**src/hw/rtl/ppts_pkg.sv**
```systemverilog
`timescale 1ns / 1ps
package ppts_pkg;

    localparam int Q_BITS     = 48;
    localparam int DIV_STEPS  = 2;
    localparam int DIV_STAGES = Q_BITS / DIV_STEPS;
    localparam int DIM_BITS   = 14;
    localparam int AW         = 6;

    typedef enum logic [2:0] {
        REG_ROW_X_LO = 3'd0,
        REG_ROW_X_HI = 3'd1,
        REG_ROW_Y_LO = 3'd2,
        REG_ROW_Y_HI = 3'd3,
        REG_ROW_W_LO = 3'd4,
        REG_ROW_W_HI = 3'd5,
        REG_WIDTH    = 3'd6,
        REG_HEIGHT   = 3'd7
    } t_reg_idx;

    typedef struct packed {
        logic visible;
        logic neg_x;
        logic neg_y;
        logic ovf_x;
        logic ovf_y;
    } t_ctl;

endpackage

```
**src/hw/rtl/ppts_div_stage.sv**
```systemverilog
`timescale 1ns / 1ps
module ppts_div_stage
    import ppts_pkg::*;
#(
    parameter int RW = 52
) (
    input  logic              i_clk,
    input  logic              i_en,
    input  logic [RW-1:0]     i_w,
    input  logic [RW-1:0]     i_rem_x,
    input  logic [RW-1:0]     i_rem_y,
    input  logic [Q_BITS-1:0] i_q_x,
    input  logic [Q_BITS-1:0] i_q_y,
    input  logic [Q_BITS-1:0] i_n_x,
    input  logic [Q_BITS-1:0] i_n_y,
    input  t_ctl              i_ctl,
    output logic [RW-1:0]     o_w,
    output logic [RW-1:0]     o_rem_x,
    output logic [RW-1:0]     o_rem_y,
    output logic [Q_BITS-1:0] o_q_x,
    output logic [Q_BITS-1:0] o_q_y,
    output logic [Q_BITS-1:0] o_n_x,
    output logic [Q_BITS-1:0] o_n_y,
    output t_ctl              o_ctl
);

    logic [RW-1:0]     n_rem_x, n_rem_y;
    logic [Q_BITS-1:0] n_q_x, n_q_y, n_n_x, n_n_y;

    always_comb begin
        logic [RW:0] tx;
        logic [RW:0] ty;
        n_rem_x = i_rem_x;
        n_rem_y = i_rem_y;
        n_q_x   = i_q_x;
        n_q_y   = i_q_y;
        n_n_x   = i_n_x;
        n_n_y   = i_n_y;
        for (int s = 0; s < DIV_STEPS; s++) begin
            tx = {n_rem_x, n_n_x[Q_BITS-1]};
            ty = {n_rem_y, n_n_y[Q_BITS-1]};
            if (tx >= {1'b0, i_w}) begin
                tx    = tx - {1'b0, i_w};
                n_q_x = {n_q_x[Q_BITS-2:0], 1'b1};
            end else begin
                n_q_x = {n_q_x[Q_BITS-2:0], 1'b0};
            end
            if (ty >= {1'b0, i_w}) begin
                ty    = ty - {1'b0, i_w};
                n_q_y = {n_q_y[Q_BITS-2:0], 1'b1};
            end else begin
                n_q_y = {n_q_y[Q_BITS-2:0], 1'b0};
            end
            n_rem_x = tx[RW-1:0];
            n_rem_y = ty[RW-1:0];
            n_n_x   = {n_n_x[Q_BITS-2:0], 1'b0};
            n_n_y   = {n_n_y[Q_BITS-2:0], 1'b0};
        end
    end

    always_ff @(posedge i_clk) begin
        if (i_en) begin
            o_w     <= i_w;
            o_rem_x <= n_rem_x;
            o_rem_y <= n_rem_y;
            o_q_x   <= n_q_x;
            o_q_y   <= n_q_y;
            o_n_x   <= n_n_x;
            o_n_y   <= n_n_y;
            o_ctl   <= i_ctl;
        end
    end

endmodule

```
**config.mk**
```make
export PLATFORM = sky130hd
export DESIGN_NAME = ppts_div_stage
export DESIGN_NICKNAME = d
export VERILOG_FILES = /design/src/hw/rtl/ppts_pkg.sv /design/src/hw/rtl/ppts_div_stage.sv
export SDC_FILE = /design/constraint.sdc
export NUM_CORES = 1
export LEC_CHECK = 0
export BUFFER_PORTS_ARGS = -buffer_cell sky130_fd_sc_hd__buf_2
export CORE_AREA = 2 2 278 280
export DETAILED_ROUTE_END_ITERATION = 7
export DIE_AREA = 0 0 280 282
export HOLD_SLACK_MARGIN = 0.03
export PLACE_DENSITY = 0.54
export SETUP_SLACK_MARGIN = 0.3
export SLEW_MARGIN = 20
export SYNTH_ARGS = -nofsm -noshare
export SYNTH_HDL_FRONTEND = slang
export SYNTH_SLANG_ARGS = --single-unit
```
**constraint.sdc**
```tcl
create_clock -name i_clk -period 10 [get_ports i_clk]
set_input_delay 1 -clock i_clk [delete_from_list [all_inputs] [get_ports i_clk]]
set_output_delay 1 -clock i_clk [all_outputs]
set_load 0.02 [all_outputs]
```
=== After elaboration in Yosys (flattened, before gate mapping) ===
Index checks and enable logic that the tools add are counted.

* Flip-flop bits (word level): 349
* Input bits: 355
* Output and inout bits: 353
* Logic and storage cells: 28

* $add $sub $neg: 4
* Magnitude comparators: 4
* Multiplexer cells: 8

{| class="wikitable"
|+ Operators by type and width
! cell !! number
|-
| >= comparator 53 x 52 -> 1 bit || 4
|-
| two-way mux 52 bit || 4
|-
| subtractor 52 bit || 4
|-
| two-way mux 1 bit || 4
|}

=== Depth between registers and ports, before layout ===
* Depth after elaboration: 4
* Mapped depth: 31
* Gate-level depth less buffers: 27

=== Worst setup path before layout ===
Ideal clock, no wire load.

* Path type: input to register
* Start point: in i_w[1]
* End point: reg o_rem_y[43] (data pin)
* Library setup time: 0.260 ns
* Arrival time: 6.714 ns
* Data required time: 9.740 ns
* Path slack: 3.026 ns
* Stages on the path: 26
* Buffers on the path: 2
* Cells stage by stage: inv_1 -> ha_1 -> nor2b_1 -> o21bai_1 -> a21oi_1 -> o22a_1 -> a21oi_1 -> o31a_1 -> o21ai_1 -> a21oi_1 -> o21ai_2 -> buf_2 -> mux2_2 -> ha_1 -> nand4_1 -> a211o_1 -> a311oi_2 -> nand2_1 -> a32o_1 -> o31ai_4 -> a31oi_1 -> o311ai_2 -> a2111oi_2 -> o21ai_4 -> buf_6 -> mux2_2

* Longest elaborated chain between the ends: 4
* Elaborated cells on any way between the ends: 6
* Classes of those cells: 2 x add/sub; 2 x order compare; 2 x mux

{| class="wikitable"
|+ Ends and longest elaborated chain
! what !! RTL line !! source
|-
| start, declared || ppts_div_stage.sv:9 || <nowiki>input logic [RW-1:0] i_w,</nowiki>
|-
| subtractor 52 bit or >= comparator 53 x 52 -> 1 bit (tied branches) || ppts_div_stage.sv:49, ppts_div_stage.sv:48 ||
|-
| two-way mux 52 bit || ppts_div_stage.sv:48 || <nowiki>if (ty >= {1'b0, i_w}) begin</nowiki>
|-
| subtractor 52 bit or >= comparator 53 x 52 -> 1 bit (tied branches) || ppts_div_stage.sv:49, ppts_div_stage.sv:48 ||
|-
| two-way mux 52 bit (*) || ppts_div_stage.sv:48 ||
|-
| net n_rem_y[43] || ppts_div_stage.sv:27 || <nowiki>logic [RW-1:0] n_rem_x, n_rem_y;</nowiki>
|-
| end signal, assigned || ppts_div_stage.sv:65 || <nowiki>o_rem_y <= n_rem_y;</nowiki>
|-
| end, declared || ppts_div_stage.sv:19 || <nowiki>output logic [RW-1:0] o_rem_y,</nowiki>
|}

The timed path passes the listed nets; every way through them passes the cells marked *.
A chain may end at the register's enable or synchronous reset.

=== Worst setup path after layout ===
* Start point: in i_w[1]
* End point: reg o_rem_y[8] (data pin)

Same word-level chain as after synthesis.

==> results.ini <==
[status]
status = finished clean

[finish]
fin_cells = 4120
design_area_um2 = 30800
n_fill_cell = 7529
finalNetCount = 3665
layout-drive-gt1-share_pct = 29.3
area_growth_pct = 23.3

[placed_design]
place.gp.congestion = 0.926
dp_slack_ns = 1.05
place_area_um2 = 29400
place_inst = 4033
place_hpwl_mm = 81.6
port_buffers = 699

[clocking]
clkTransAtPathRegs_ns = 0.06
post_cts_buffers = 0
cts_root_buf = clkbuf_16
postCtsHoldBufs = 0
clock-sinks = 349
htreeDepth = 2
cts_resized = 0
clock_path_buffers = 3
cts_tree = built
cts_buffers = 41

[route]
routed_via_density = 5.32
routed_wl_mm = 98.0
ant_nets = 0
drt_iter0_drc = 1550
vias = 21900
firstDrtPassIters = 5
drc = 0
wl_per_cell_um = 23.8

[timing]
setup_tns_ns = 0
hold_viol = 0
worst_pin_slew_ns = 1.06
grt_setup_unrepaired = false
fin_crit_ns = 8.39
setup_viol = 0
maxSlewViolCount = 0
fin_crit_sh_pct = 83.9
slew_headroom_pct = 29.4
fmax_ghz = 0.119
layout_setup_ws_ns = 1.61

[setup_path]
cp.arrival_ns = 8.71
endpoint = o_rem_y[8]
startpoint = i_w[1]
cp_max_fo = 45
crit_type = input pin to flop
worstPathRequired_ns = 10.33
cp-end-kind = flop
start_kind = input pin

[floorplan]
core_area_um2 = 75700
dieArea_um2 = 79000
std_cell_rows = 101
initial_core_util_pct = 33.0
io_pins = 708
die_y_um = 282
die_x_um = 280

[job]
drv_cap = 0

[synthesis]
synth_top_area_share_pct = 42.0
yosysTopAreaCell = edfxtp_1
seq_area_frac_synth_pct = 42.0
synth_ff_type = edfxtp_1
yosysWarnings = 0
synthArstFlopShare_pct = 0
synth_area_um2 = 25000
syn_inst = 2425
yosysUniqueCellTypes = 85
synth_top_cells_by_area = edfxtp_1, ha_1, mux2_2, a21oi_1, xnor2_1
synth_seq_cells = 349
synth_edf_count = 349
syn_area_per_cell_um2 = 10.3

[grt]
grt_pass1_vias = 21300
grt_first_pass_wirelength_mm = 138
grt.total_usage_pct = 23.8
grt_max_degree = 82
gr-total-overflow = 0
antenna_found_initial = 33

[hold_path]
hp-class = input pin to flop

[pwr]
power.density_nw_per_um2 = 205
ir_worst_vdd_uv = 110
p_leak_nw = 13.4
finalPower_mw = 6.32

==> metal layers <==
layer / up-vias / wire [µm] / share of wire (%) / track usage [%]
met4: 26 / 5210 / 5.3 / 12.3
met2: 775 / 48700 / 50 / 41.7
met1: 10400 / 37600 / 38 / 27.4
li1: 10500 / - / - / -
met3: 197 / 6330 / 6.5 / 4.83
met5: - / 162 / 0.17 / 0
==> worst min path at each step <==
stage	from	endpoint	slack, ns	depth (start not counted)
CTS	i_q_y[29]	o_q_y[31]	0.56	1
detailed placement	i_n_y[5]	o_n_y[7]	1.18	1
finish	i_q_y[29]	o_q_y[31]	0.60	1
global route	i_q_y[32]	o_q_y[34]	0.57	1
global placement	i_q_y[32]	o_q_y[34]	1.18	1
floorplan	i_ctl[0]	o_ctl[0]	1.10	0
==> layout make-up <==
cell class | count | area (µm²) | share of cell area, %
Clock inverter | 25 | 263 | 0.853
Antenna cell | 13 | 32.5 | 0.106
Multi-Input combinational cell | 1874 | 13600 | 44.2
Clock buffer | 49 | 1080 | 3.50
Tap cell | 978 | 1220 | 3.97
Inverter | 112 | 420 | 1.37
Timing Repair Buffer | 720 | 3680 | 11.9
Sequential cell | 349 | 10500 | 34.0
==> logic make-up after synthesis <==
logic type | after synthesis | synth area share (%)
and+or+nand+nor | 581 | 11.2
buffers and inverters | 205 | 3.56
xor gates and xnor gates | 187 | 6.59
adders and majority gates | 212 | 10.7
muxes | 155 | 6.97
DFF | 349 | 42.0
other | 1 | 0.0150
AOI/OAI and AO/OA | 735 | 19.0
==> sequential cells by signal, summed over array words and instances, names as in the netlist <==
name,count
o_ctl,5
o_n_x,46
o_n_y,46
o_q_x,48
o_q_y,48
o_rem_x,52
o_rem_y,52
o_w,52
==> report_power, final <==
part	internal, mW	switching [mW]	leakage [nW]
logic	1.08	1.69	9.36
clock network	0.880	0.650	0.651
registers	1.94	0.0876	3.42
total	3.90	2.42	13.4
==> through the flow <==
stage          utilization, %  hold WS (ns)
3_3_place_gp             38.9          1.18
4_1_cts                  40.6         0.557
6_report                 40.7         0.597
5_1_grt                  40.7         0.566
2_1_floorplan               -          1.10
3_5_place_dp             38.9          1.18
==> worst max-delay path, stage by stage <==
cell       delay, ns
buf_2           0.11
inv_1           0.39
ha_1            0.39
nor2b_1         0.20
o21bai_1        0.11
a21oi_1         0.19
o22a_1          0.21
a21oi_1         0.15
o31a_1          0.39
o21ai_1         0.45
a21oi_1         0.27
o21ai_4         0.45
buf_4           0.50
mux2_2          0.41
ha_1            0.42
a21oi_1         0.26
nor2b_1         0.09
or3_1           0.34
o32ai_2         0.33
o31ai_4         0.16
a31oi_1         0.43
o311ai_2        0.14
a2111oi_2       0.48
o21ai_4         0.18
buf_12          0.23
mux2_2          0.33
==> placed cells by master, fill, tap and decap left out, types with 36 or more instances in the layout <==
cell type,n
nand3_1,45
o21ai_0,129
o21bai_1,41
nor2_1,123
nand4_1,43
ha_1,208
nor3_1,42
xor2_1,68
mux2_2,115
nand2_1,188
mux2_1,36
a21oi_1,241
edfxtp_1,349
clkbuf_16,42
xnor2_1,118
inv_1,111
buf_2,698
a21o_1,112
==> Yosys cell counts (all sizes together), types with 5 or more instances <==
| master | number |
|---|---|
| a211o | 11 |
| a211oi | 17 |
| a21boi | 11 |
| a21o | 112 |
| a21oi | 242 |
| a221o | 5 |
| a221oi | 8 |
| a31o | 5 |
| a31oi | 30 |
| a41oi | 5 |
| and2 | 19 |
| and3 | 17 |
| and4 | 5 |
| buf | 33 |
| clkbuf | 60 |
| edfxtp | 349 |
| ha | 208 |
| inv | 112 |
| mux2 | 151 |
| nand2 | 188 |
| nand2b | 26 |
| nand3 | 45 |
| nand4 | 43 |
| nor2 | 123 |
| nor2b | 29 |
| nor3 | 43 |
| nor4 | 15 |
| o2111ai | 9 |
| o211a | 6 |
| o211ai | 7 |
| o21a | 29 |
| o21ai | 136 |
| o21bai | 41 |
| o22ai | 5 |
| o31ai | 17 |
| or3 | 11 |
| xnor2 | 118 |
| xor2 | 69 |
(Power assumes the default switching activity.)
